`src/rtl/core/tdb_pkg.sv`:
```
package tdb_pkg;

    // Default geometry of the display.
    localparam int ROWS_DEF = 8;
    localparam int COLS_DEF = 32;

    // Fixed widths of the request and result fields.
    localparam int CHAR_W = 8;
    localparam int OP_W   = 2;
    localparam int ROW_FW = 3;
    localparam int COL_FW = 5;

    // Operation codes.
    localparam logic [OP_W-1:0] OP_PUSH  = 2'd0;
    localparam logic [OP_W-1:0] OP_READ  = 2'd1;
    localparam logic [OP_W-1:0] OP_CLEAR = 2'd2;

    // Code shown in place of a character outside the printable range.
    localparam logic [CHAR_W-1:0] SPACE_CODE = 8'h20;

    // Register file.
    localparam int APB_AW = 3;
    localparam int APB_DW = 32;
    localparam logic REG_SEL_LOW  = 1'b0;
    localparam logic REG_SEL_HIGH = 1'b1;
    localparam logic [CHAR_W-1:0] LOW_RESET  = 8'd32;
    localparam logic [CHAR_W-1:0] HIGH_RESET = 8'd126;

endpackage

```
`src/rtl/core/text_display_buffer.sv`:
```
// The result of a request accepted at one clock edge is shown, with its
// strobe o_result_valid, in the cycle that follows; the receiver cannot stall.
// Throughput: one request per cycle when not busy, set by the single write and the
// single registered read port of the memory, which a request uses at most once.
// Reset: synchronous, active low; busy stays high for one cycle after reset, and the
// memory needs no clearing pass, so the block is ready right away.
module text_display_buffer
    import tdb_pkg::*;
#(
    parameter int ROWS = ROWS_DEF,
    parameter int COLS = COLS_DEF
) (
    input  logic              i_clk,
    input  logic              i_rst_n,
    // Request channel.
    input  logic              start,
    output logic              busy,
    input  logic [OP_W-1:0]   i_op,
    input  logic [CHAR_W-1:0] i_char_code,
    input  logic [ROW_FW-1:0] i_read_row,
    input  logic [COL_FW-1:0] i_read_col,
    // Result channel.
    output logic              o_result_valid,
    output logic [CHAR_W-1:0] o_shown_char,
    output logic [ROW_FW-1:0] o_cursor_row_out,
    output logic [COL_FW-1:0] o_cursor_col_out,
    // Configuration port.
    input  logic              psel,
    input  logic              penable,
    input  logic              pwrite,
    input  logic [APB_AW-1:0] paddr,
    input  logic [APB_DW-1:0] pwdata,
    output logic [APB_DW-1:0] prdata,
    output logic              pready
);

    localparam int RW    = $clog2(ROWS);
    localparam int CW    = $clog2(COLS);
    localparam int DEPTH = ROWS * COLS;
    localparam int AW    = $clog2(DEPTH);
    // Comparison widths wide enough for both the cursor and the request fields.
    localparam int RXW   = (RW > ROW_FW) ? RW : ROW_FW;
    localparam int CXW   = (CW > COL_FW) ? CW : COL_FW;
    localparam logic [RW-1:0] LAST_ROW = RW'(ROWS - 1);
    localparam logic [CW-1:0] LAST_COL = CW'(COLS - 1);

    // The memory is never cleared. The cursor only ever enters a row through a
    // clear of that row (row wrap, full wrap, clear request or reset), and rows
    // below the cursor have not been touched since the last full clear. So the
    // live contents are exactly the cells before the cursor in row-major order:
    // a row above the cursor row, or the cursor row left of the cursor column.
    // Every other cell reads as zero whatever the array holds, which is how a
    // row clear and a whole-memory clear need no pass over the array at all.
    logic [CHAR_W-1:0] mem [DEPTH];

    logic              r_ready;
    logic [CHAR_W-1:0] r_low;
    logic [CHAR_W-1:0] r_high;
    logic [RW-1:0]     r_cur_row, n_cur_row;
    logic [CW-1:0]     r_cur_col, n_cur_col;
    logic              r_res_valid;
    logic              r_res_read;
    logic              r_res_hit;
    logic [ROW_FW-1:0] r_res_row;
    logic [COL_FW-1:0] r_res_col;
    logic [CHAR_W-1:0] r_rd_data;

    logic              accept;
    logic              rd_hit;
    logic [RXW-1:0]    req_row_x, cur_row_x, n_row_x;
    logic [CXW-1:0]    req_col_x, cur_col_x, n_col_x;
    logic [AW-1:0]     wr_addr;
    logic [AW-1:0]     rd_addr;
    logic [CHAR_W-1:0] shown_raw;
    logic              printable;
    logic              cfg_wr;

    // The block takes a request in every cycle except the one right after reset.
    assign busy   = !r_ready;
    assign accept = start && !busy;

    // A read hits live data only before the cursor, and only inside the grid;
    // a request outside the grid therefore reads as zero.
    assign req_row_x = RXW'(i_read_row);
    assign cur_row_x = RXW'(r_cur_row);
    assign req_col_x = CXW'(i_read_col);
    assign cur_col_x = CXW'(r_cur_col);
    assign rd_hit    = ((req_row_x < cur_row_x) && (int'(i_read_col) < COLS)) ||
                       ((req_row_x == cur_row_x) && (req_col_x < cur_col_x));

    assign wr_addr = AW'(r_cur_row) * AW'(COLS) + AW'(r_cur_col);
    assign rd_addr = AW'(i_read_row) * AW'(COLS) + AW'(i_read_col);

    // Cursor after the request. A push advances the column; past the last
    // column it moves to the next row, and past the last row back to the origin.
    always_comb begin
        n_cur_row = r_cur_row;
        n_cur_col = r_cur_col;
        unique case (i_op)
            OP_PUSH: begin
                if (r_cur_col != LAST_COL) begin
                    n_cur_col = r_cur_col + 1'b1;
                end else begin
                    n_cur_col = '0;
                    if (r_cur_row != LAST_ROW) begin
                        n_cur_row = r_cur_row + 1'b1;
                    end else begin
                        n_cur_row = '0;
                    end
                end
            end
            OP_CLEAR: begin
                n_cur_row = '0;
                n_cur_col = '0;
            end
            default: begin
                // Reads and the unused code leave the cursor alone.
            end
        endcase
    end

    assign n_row_x = RXW'(n_cur_row);
    assign n_col_x = CXW'(n_cur_col);

    // Control and cursor state.
    always_ff @(posedge i_clk) begin
        if (!i_rst_n) begin
            r_ready     <= 1'b0;
            r_cur_row   <= '0;
            r_cur_col   <= '0;
            r_res_valid <= 1'b0;
        end else begin
            r_ready     <= 1'b1;
            r_res_valid <= accept;
            if (accept) begin
                r_cur_row <= n_cur_row;
                r_cur_col <= n_cur_col;
            end
        end
    end

    // Result payload; it carries the cursor as it stands after the request.
    always_ff @(posedge i_clk) begin
        if (accept) begin
            r_res_read <= (i_op == OP_READ);
            r_res_hit  <= rd_hit;
            r_res_row  <= n_row_x[ROW_FW-1:0];
            r_res_col  <= n_col_x[COL_FW-1:0];
        end
    end

    // Character memory: one write port at the cursor, one registered read port.
    // A read right after a push sees the pushed character, since the write
    // lands at the edge before the read samples the array.
    always_ff @(posedge i_clk) begin
        if (accept && (i_op == OP_PUSH)) begin
            mem[wr_addr] <= i_char_code;
        end
        if (accept && (i_op == OP_READ) && rd_hit) begin
            r_rd_data <= mem[rd_addr];
        end
    end

    // Readout: a cell that is not live reads as zero, and a code outside the
    // printable window shows as a space. An empty window gives a read a space always.
    assign shown_raw = r_res_hit ? r_rd_data : '0;
    assign printable = (shown_raw >= r_low) && (shown_raw <= r_high);

    assign o_result_valid   = r_res_valid;
    assign o_shown_char     = !r_res_read ? '0 : (printable ? shown_raw : SPACE_CODE);
    assign o_cursor_row_out = r_res_row;
    assign o_cursor_col_out = r_res_col;

    // Configuration registers: the word select is address bit 2.
    assign pready = 1'b1;
    assign cfg_wr = psel && penable && pwrite;

    always_ff @(posedge i_clk) begin
        if (!i_rst_n) begin
            r_low  <= LOW_RESET;
            r_high <= HIGH_RESET;
        end else if (cfg_wr) begin
            unique case (paddr[2])
                REG_SEL_LOW:  r_low  <= pwdata[CHAR_W-1:0];
                REG_SEL_HIGH: r_high <= pwdata[CHAR_W-1:0];
                default: begin
                end
            endcase
        end
    end

    always_comb begin
        unique case (paddr[2])
            REG_SEL_LOW:  prdata = APB_DW'(r_low);
            REG_SEL_HIGH: prdata = APB_DW'(r_high);
            default:      prdata = '0;
        endcase
    end

endmodule

```
`config.mk`:
```
export PLATFORM = sky130hd
export DESIGN_NAME = text_display_buffer
export DESIGN_NICKNAME = d
export VERILOG_FILES = /design/src/rtl/core/tdb_pkg.sv /design/src/rtl/core/text_display_buffer.sv
export SDC_FILE = /design/constraint.sdc
export NUM_CORES = 2
export LEC_CHECK = 0
export BUFFER_PORTS_ARGS = -buffer_cell sky130_fd_sc_hd__clkbuf_2
export CORE_MARGIN = 2
export CORE_UTILIZATION = 50
export CTS_CLUSTER_SIZE = 24
export DETAILED_ROUTE_END_ITERATION = 6
export PLACE_DENSITY = 0.7
export REMOVE_ABC_BUFFERS = 1
export SYNTH_ARGS = -nofsm -noshare
export SYNTH_HDL_FRONTEND = slang
export SYNTH_SLANG_ARGS = --single-unit
```
`constraint.sdc`:
```
create_clock -name i_clk -period 4.09 [get_ports i_clk]
set_clock_uncertainty 0.15 [all_clocks]
set_input_delay 0.6135 -clock i_clk [delete_from_list [all_inputs] [get_ports i_clk]]
set_output_delay 0.6135 -clock i_clk [all_outputs]
set_load 0.01 [all_outputs]
```
After elaboration in Yosys (flattened, before gate mapping)
Memory sizes are Yosys's and may differ from the RTL's. A register that Yosys moved wholly into a read port is not among the register bits.
Index checks and enable logic that the tools add are counted.
W data, S select, Z words.
{"block": "word_totals", "ff_bits": 36, "latchBits": 0, "ramBits": 2048, "romBits": 0, "in_bits": 59, "out_inout_bits": 51, "elab_cells": 50, "memories": 1}
{"name": "mem", "depth": 256, "word_bits": 8, "rd": 1, "rd_ports_with_merged_regs": 1, "write_ports": 1, "line_no": "text_display_buffer.sv:54", "source": "logic [CHAR_W-1:0] mem [DEPTH];"}
{"block": "classes", "n_addsub": 4, "mul": 0, "div_mod_pow": 0, "n_lt_le_gt_ge": 4, "eq_ne": 5, "n_shift": 0, "mux": 12, "n_bitwise": 1, "reduce_logical": 13}
{"operator": "$pmux W32 S2", "count": 1}
{"operator": "$mux W8", "count": 3}
{"operator": "$add A8 B5 Y8", "count": 2}
{"operator": "$pmux W5 S2", "count": 1}
{"operator": "$ge A8 B8 Y1", "count": 1}
{"operator": "$le A8 B8 Y1", "count": 1}
{"operator": "$logic_and A1 B1 Y1", "count": 8}
{"operator": "$mux W3", "count": 2}
{"operator": "$pmux W3 S2", "count": 1}
{"operator": "$add A5 B1 Y5 const B", "count": 1}
{"operator": "$lt A5 B5 Y1", "count": 1}
{"operator": "$mux W5", "count": 1}
{"operator": "$ne A5 B5 Y1 const B", "count": 1}
{"operator": "$reduce_and A2 Y1", "count": 2}
{"operator": "$add A3 B1 Y3 const B", "count": 1}
{"operator": "$eq A3 B3 Y1", "count": 1}
{"operator": "$lt A3 B3 Y1", "count": 1}
{"operator": "$mux W1", "count": 3}
{"operator": "$ne A3 B3 Y1 const B", "count": 1}
{"operator": "$eq A2 B1 Y1 const B", "count": 1}
{"operator": "$eq A2 B2 Y1 const B", "count": 1}
{"operator": "$logic_not A2 Y1", "count": 1}
{"operator": "$logic_not A1 Y1", "count": 1}
{"operator": "$logic_or A1 B1 Y1", "count": 1}
{"operator": "$not A1 Y1", "count": 1}

Longest topological paths before layout
{"block": "depth", "depth_word": 5, "mapped_depth": 12, "ltp_nobuf": 10}

Worst setup path before layout
No wires, ideal clock.
{"block": "synth_timing", "kind": "reg2out", "start": "register r_res_hit", "end": "output o_shown_char[0]", "arrival_time_ns": 2.194, "required_ns": 3.327, "path_slack_ns": 1.133, "path_stages_with_launch": 11, "path_buffers": 1, "path_cell_list": "edfxtp_1 clkbuf_1 nand2_1 ha_1 nand2b_1 a21o_1 maj3_1 a211oi_1 o21ai_0 nand4_1 nor2_1"}
{"block": "synth_via", "elab_chain_len": 5, "word_cells_on_any_way": 6, "cone_classes": "order compare (2); mux (3); reduce/logical (1)"}
{"element": "start, declared", "line_no": "text_display_buffer.sv:63", "source": "logic r_res_hit;"}
{"element": "start signal, assigned", "line_no": "text_display_buffer.sv:146", "source": "r_res_hit <= rd_hit;"}
{"element": "$mux W8 (*)", "line_no": "text_display_buffer.sv:166", "source": "assign shown_raw = r_res_hit ? r_rd_data : '0;"}
{"element": "$ge A8 B8 Y1 / $le A8 B8 Y1 (equally long branches)", "line_no": "text_display_buffer.sv:167", "source": "assign printable = (shown_raw >= r_low) && (shown_raw <= r_high);"}
{"element": "$logic_and A1 B1 Y1", "line_no": "text_display_buffer.sv:167"}
{"element": "$mux W8 (*) (2 in series)", "line_no": "text_display_buffer.sv:170", "source": "assign o_shown_char = !r_res_read ? '0 : (printable ? shown_raw : SPACE_CODE);"}
{"element": "end, declared", "line_no": "text_display_buffer.sv:24", "source": "output logic [CHAR_W-1:0] o_shown_char,"}
Mark *: on every way between the ends. The rest lies on a longest branch, timed or not.

Worst setup path after layout
{"block": "layout_timing", "start": "register r_res_hit", "end": "output o_shown_char[4]"}
Same word-level chain as after synthesis.

==> metrics <==
fin nets=4436; area delta synth->final=13.0%; Initial Utilization=0.504; final wirelength=198000 µm; met1 WL=77500 µm; vias in the first global route=40958; CP cell instances=nand2_2, ha_4, nand2b_4, a21o_1, maj3_2, a211oi_2, o21ai_2, nand4_1, buf_6, nor2_1, buf_2; CTS clk-pin slew, worst paths=70 ps; CP endpoint kind=output pin; final setup margin=117 ps; xor/xnor share of the synthesized area=0.000214; worst slew pin tran=1130 ps; post-route ant nets=0; Peak supply drop=0.473 mV; clock sink count=2092; post-synthesis compound-gate area fraction=0.0307; synth unique cells=62; # fillers=11706; htree depth=4; post-synthesis mux area share=0.149; async set-reset flop share out of synthesis=0; clock tree buffer depth=3; Core Footprint=163000 µm²; die area=167000 µm²; drt wl/cell=29.6 µm; I/O Buffers=58; ranking of synthesized cells by area=edfxtp_1, mux4_2, mux2i_1; Critical Path RT=3330 ps; pre-CTS setup slack=172 ps; Cell Area, Synth=82000 µm²; GP Congestion=0.907; Setup Total Neg Slack=0 ps; met2 WL=92600 µm; overall power=43.6 mW; Starting DRT DRC Count=5050; FF+latch count, synth=2092; Finish-stage setup viols=0; area share of the largest cell type after synthesis=0.757; critical path's slowest cell=edfxtp_1; Placement Rows=148; sequential share of the synthesized area=0.763; Hold Crit Endpoint=r_low[5]; CP peak stage delay=540 ps; Top Metal Used=met5; Worst Hold Class=input pin to flop; first-pass GRT wire length=287000 µm; worst r2r dst=mem[19][3]; initial antenna violation count=15; I/O pin count=110; max-cap viol count=0; Setup crit start kind=flop; highest clock rate=0.252 GHz; Synth Area per Inst=20.3 µm²; worst-path fanout max=7; DP HPWL=124000 µm; TritonCTS clock tree=yes; pin count of the biggest net entering global routing=145; post-synthesis simple-gate area fraction=0.0315; Die Y=409 µm; Die Span X=409 µm; Leakage=29.6 nW; CP arrival=3210 ps; Most used DFF post-synth=edfxtp_1; max_slew headroom=0.248; Final Slew Violations=0; Total GRT Usage=0.237; EDFF count, synth=2066; reg2reg start=r_ready; Post-Syn Instances=4046; CTS root buffer=clkbuf_16; HP Start=pwdata[5]; Yosys warning count=0; vias per inst=6.16; crit share post-route=0.971; vias=41251; Synth area leader=edfxtp_1; pwr/cell area=471 nW/µm²; Post-route DRC=0; first drt pass iteration count=6; met3 wire len=20900 µm; fin crit period=3970 ps; R2R cell count=5; final-report hold violation count=0; CTS buffer count=198; Reg2Reg Setup Slack=430 ps; grt total ovfl=0; status=completed; layout cell share with drive strength beyond 1=0.243; Clock Latency Late Sink=820 ps; Min-Delay Path Depth=3; Crit Path Category=flop to output pin; Post-Synth Adder-Cell Area=0.00439; crit path from=r_res_hit; main combinational cell family by area after synthesis=multiplexers; RSZ-0062 raised after global routing=yes
==> through the flow <==
stage / cell area [µm²] / util / hold WS, ps / cells
after detailed placement: 86000 / 0.528 / 298 / 6312
final: 92700 / 0.569 / 61.5 / 6694
after CTS: 92500 / 0.568 / 13.9 / 6686
after global placement: 86000 / 0.528 / 300 / 6312
after floorplan: 80400 / - / 286 / 3807
after global routing: 92700 / 0.569 / 80.9 / 6689
==> layout make-up <==
type | count | area, µm² | area share
Tap cell | 2175 | 2720 | 0.0294
Antenna cell | 5 | 12.5 | 0.000135
Sequential cell | 2092 | 62600 | 0.675
Clock inverter | 110 | 1030 | 0.0112
Clock buffer | 255 | 5350 | 0.0577
Multi-Input combinational cell | 1684 | 17900 | 0.193
Inverter | 31 | 119 | 0.00128
Timing Repair Buffer | 342 | 2950 | 0.0318
==> worst max path at each step <==
stage                            to  slack, ps  cells past startpoint
global route        o_shown_char[4]        -30                     11
finish              o_shown_char[4]        120                     11
detailed placement     r_rd_data[3]        170                      8
global placement       r_rd_data[3]        210                      8
floorplan              r_rd_data[4]        350                      7
CTS                 o_shown_char[2]          2                     11
==> cell families after synthesis <==
| family | Yosys count |
|---|---|
| AND/OR/NAND/NOR | 585 |
| multiplexers | 668 |
| XOR/XNOR | 2 |
| buffers and inverters | 293 |
| adder cells (fa/ha/maj) | 29 |
| other | 2 |
| flip-flops | 2092 |
| AO/OA/AOI/OAI | 375 |
==> state kept, by name, summed over array words and instances (netlist names), 3 cells and up <==
register,flops
r_high,8
o_cursor_row_out,3
cur_row_x,3
r_low,8
r_rd_data,8
cur_col_x,5
mem,2048
o_cursor_col_out,5
==> layout by cell type, fill, tap and decap left out, types with 9 or more instances in the layout <==
master	count
nor2_1	284
conb_1	25
a211oi_1	35
buf_12	30
clkinvlp_4	10
o21ai_0	88
ha_1	24
o21ai_1	10
a221oi_1	42
buf_8	9
clkinv_2	40
o211ai_1	21
nand3_1	34
mux4_2	439
buf_4	245
and3_1	28
clkbuf_16	203
a311oi_1	9
a32o_1	11
edfxtp_1	2066
nand2_1	128
clkbuf_1	45
a21oi_1	54
inv_1	26
clkbuf_2	39
o22ai_1	48
o221ai_1	16
nand4_1	30
nor2b_1	22
bufinv_16	13
mux2i_1	228
nor4_1	10
a22o_1	14
clkinv_1	33
nor3_1	10
dfxtp_1	26
==> critical path, delay by kind of cell (launching register included) <==
| family | cells | cell delay (ps) |
|---|---|---|
| adders and majority gates | 2 | 560 |
| DFF | 1 | 540 |
| and+or+nand+nor | 4 | 460 |
| AOI/OAI and AO/OA | 3 | 440 |
| buffers and inverters | 2 | 350 |
==> repair_timing <==
item	4_1_cts	5_1_grt
cloned	0	0
gates resized for setup	7	42
hold buffers	8	0
setup endpoints to repair	8	8
setup buffers	1	3
hold endpoints to repair	17	0
pin swaps	0	14
==> cell usage after synthesis, drive strengths merged, types with 3 or more instances <==
| cell | count |
|---|---|
| nand2 | 134 |
| clkbuf | 92 |
| a32o | 11 |
| nand3 | 34 |
| a32oi | 8 |
| a221oi | 42 |
| o22ai | 48 |
| mux4 | 439 |
| inv | 29 |
| nor3 | 10 |
| mux2i | 228 |
| and2 | 5 |
| and3 | 28 |
| a22oi | 5 |
| nor2b | 24 |
| a21oi | 54 |
| nor2 | 290 |
| edfxtp | 2066 |
| o21a | 3 |
| dfxtp | 26 |
| nand2b | 8 |
| a21o | 3 |
| ha | 28 |
| o221ai | 16 |
| nor4 | 11 |
| a211oi | 36 |
| a22o | 14 |
| buf | 170 |
| o21ai | 99 |
| nand4 | 30 |
| a311oi | 9 |
| o211ai | 21 |
==> metal layers <==
metal  vias to the layer above  global-route usage
met1                     21496               0.339
met3                       358              0.0561
met4                        12              0.0863
met5                         -                   0
met2                      2158               0.359
li1                      17227                   -
==> power breakdown <==
group	switching (mW)	internal (mW)
clock	7.85	10.1
combinational	1.36	0.762
sequential	0.0166	23.6
total	9.22	34.4
No activity file was read; power rests on OpenSTA's default activity.
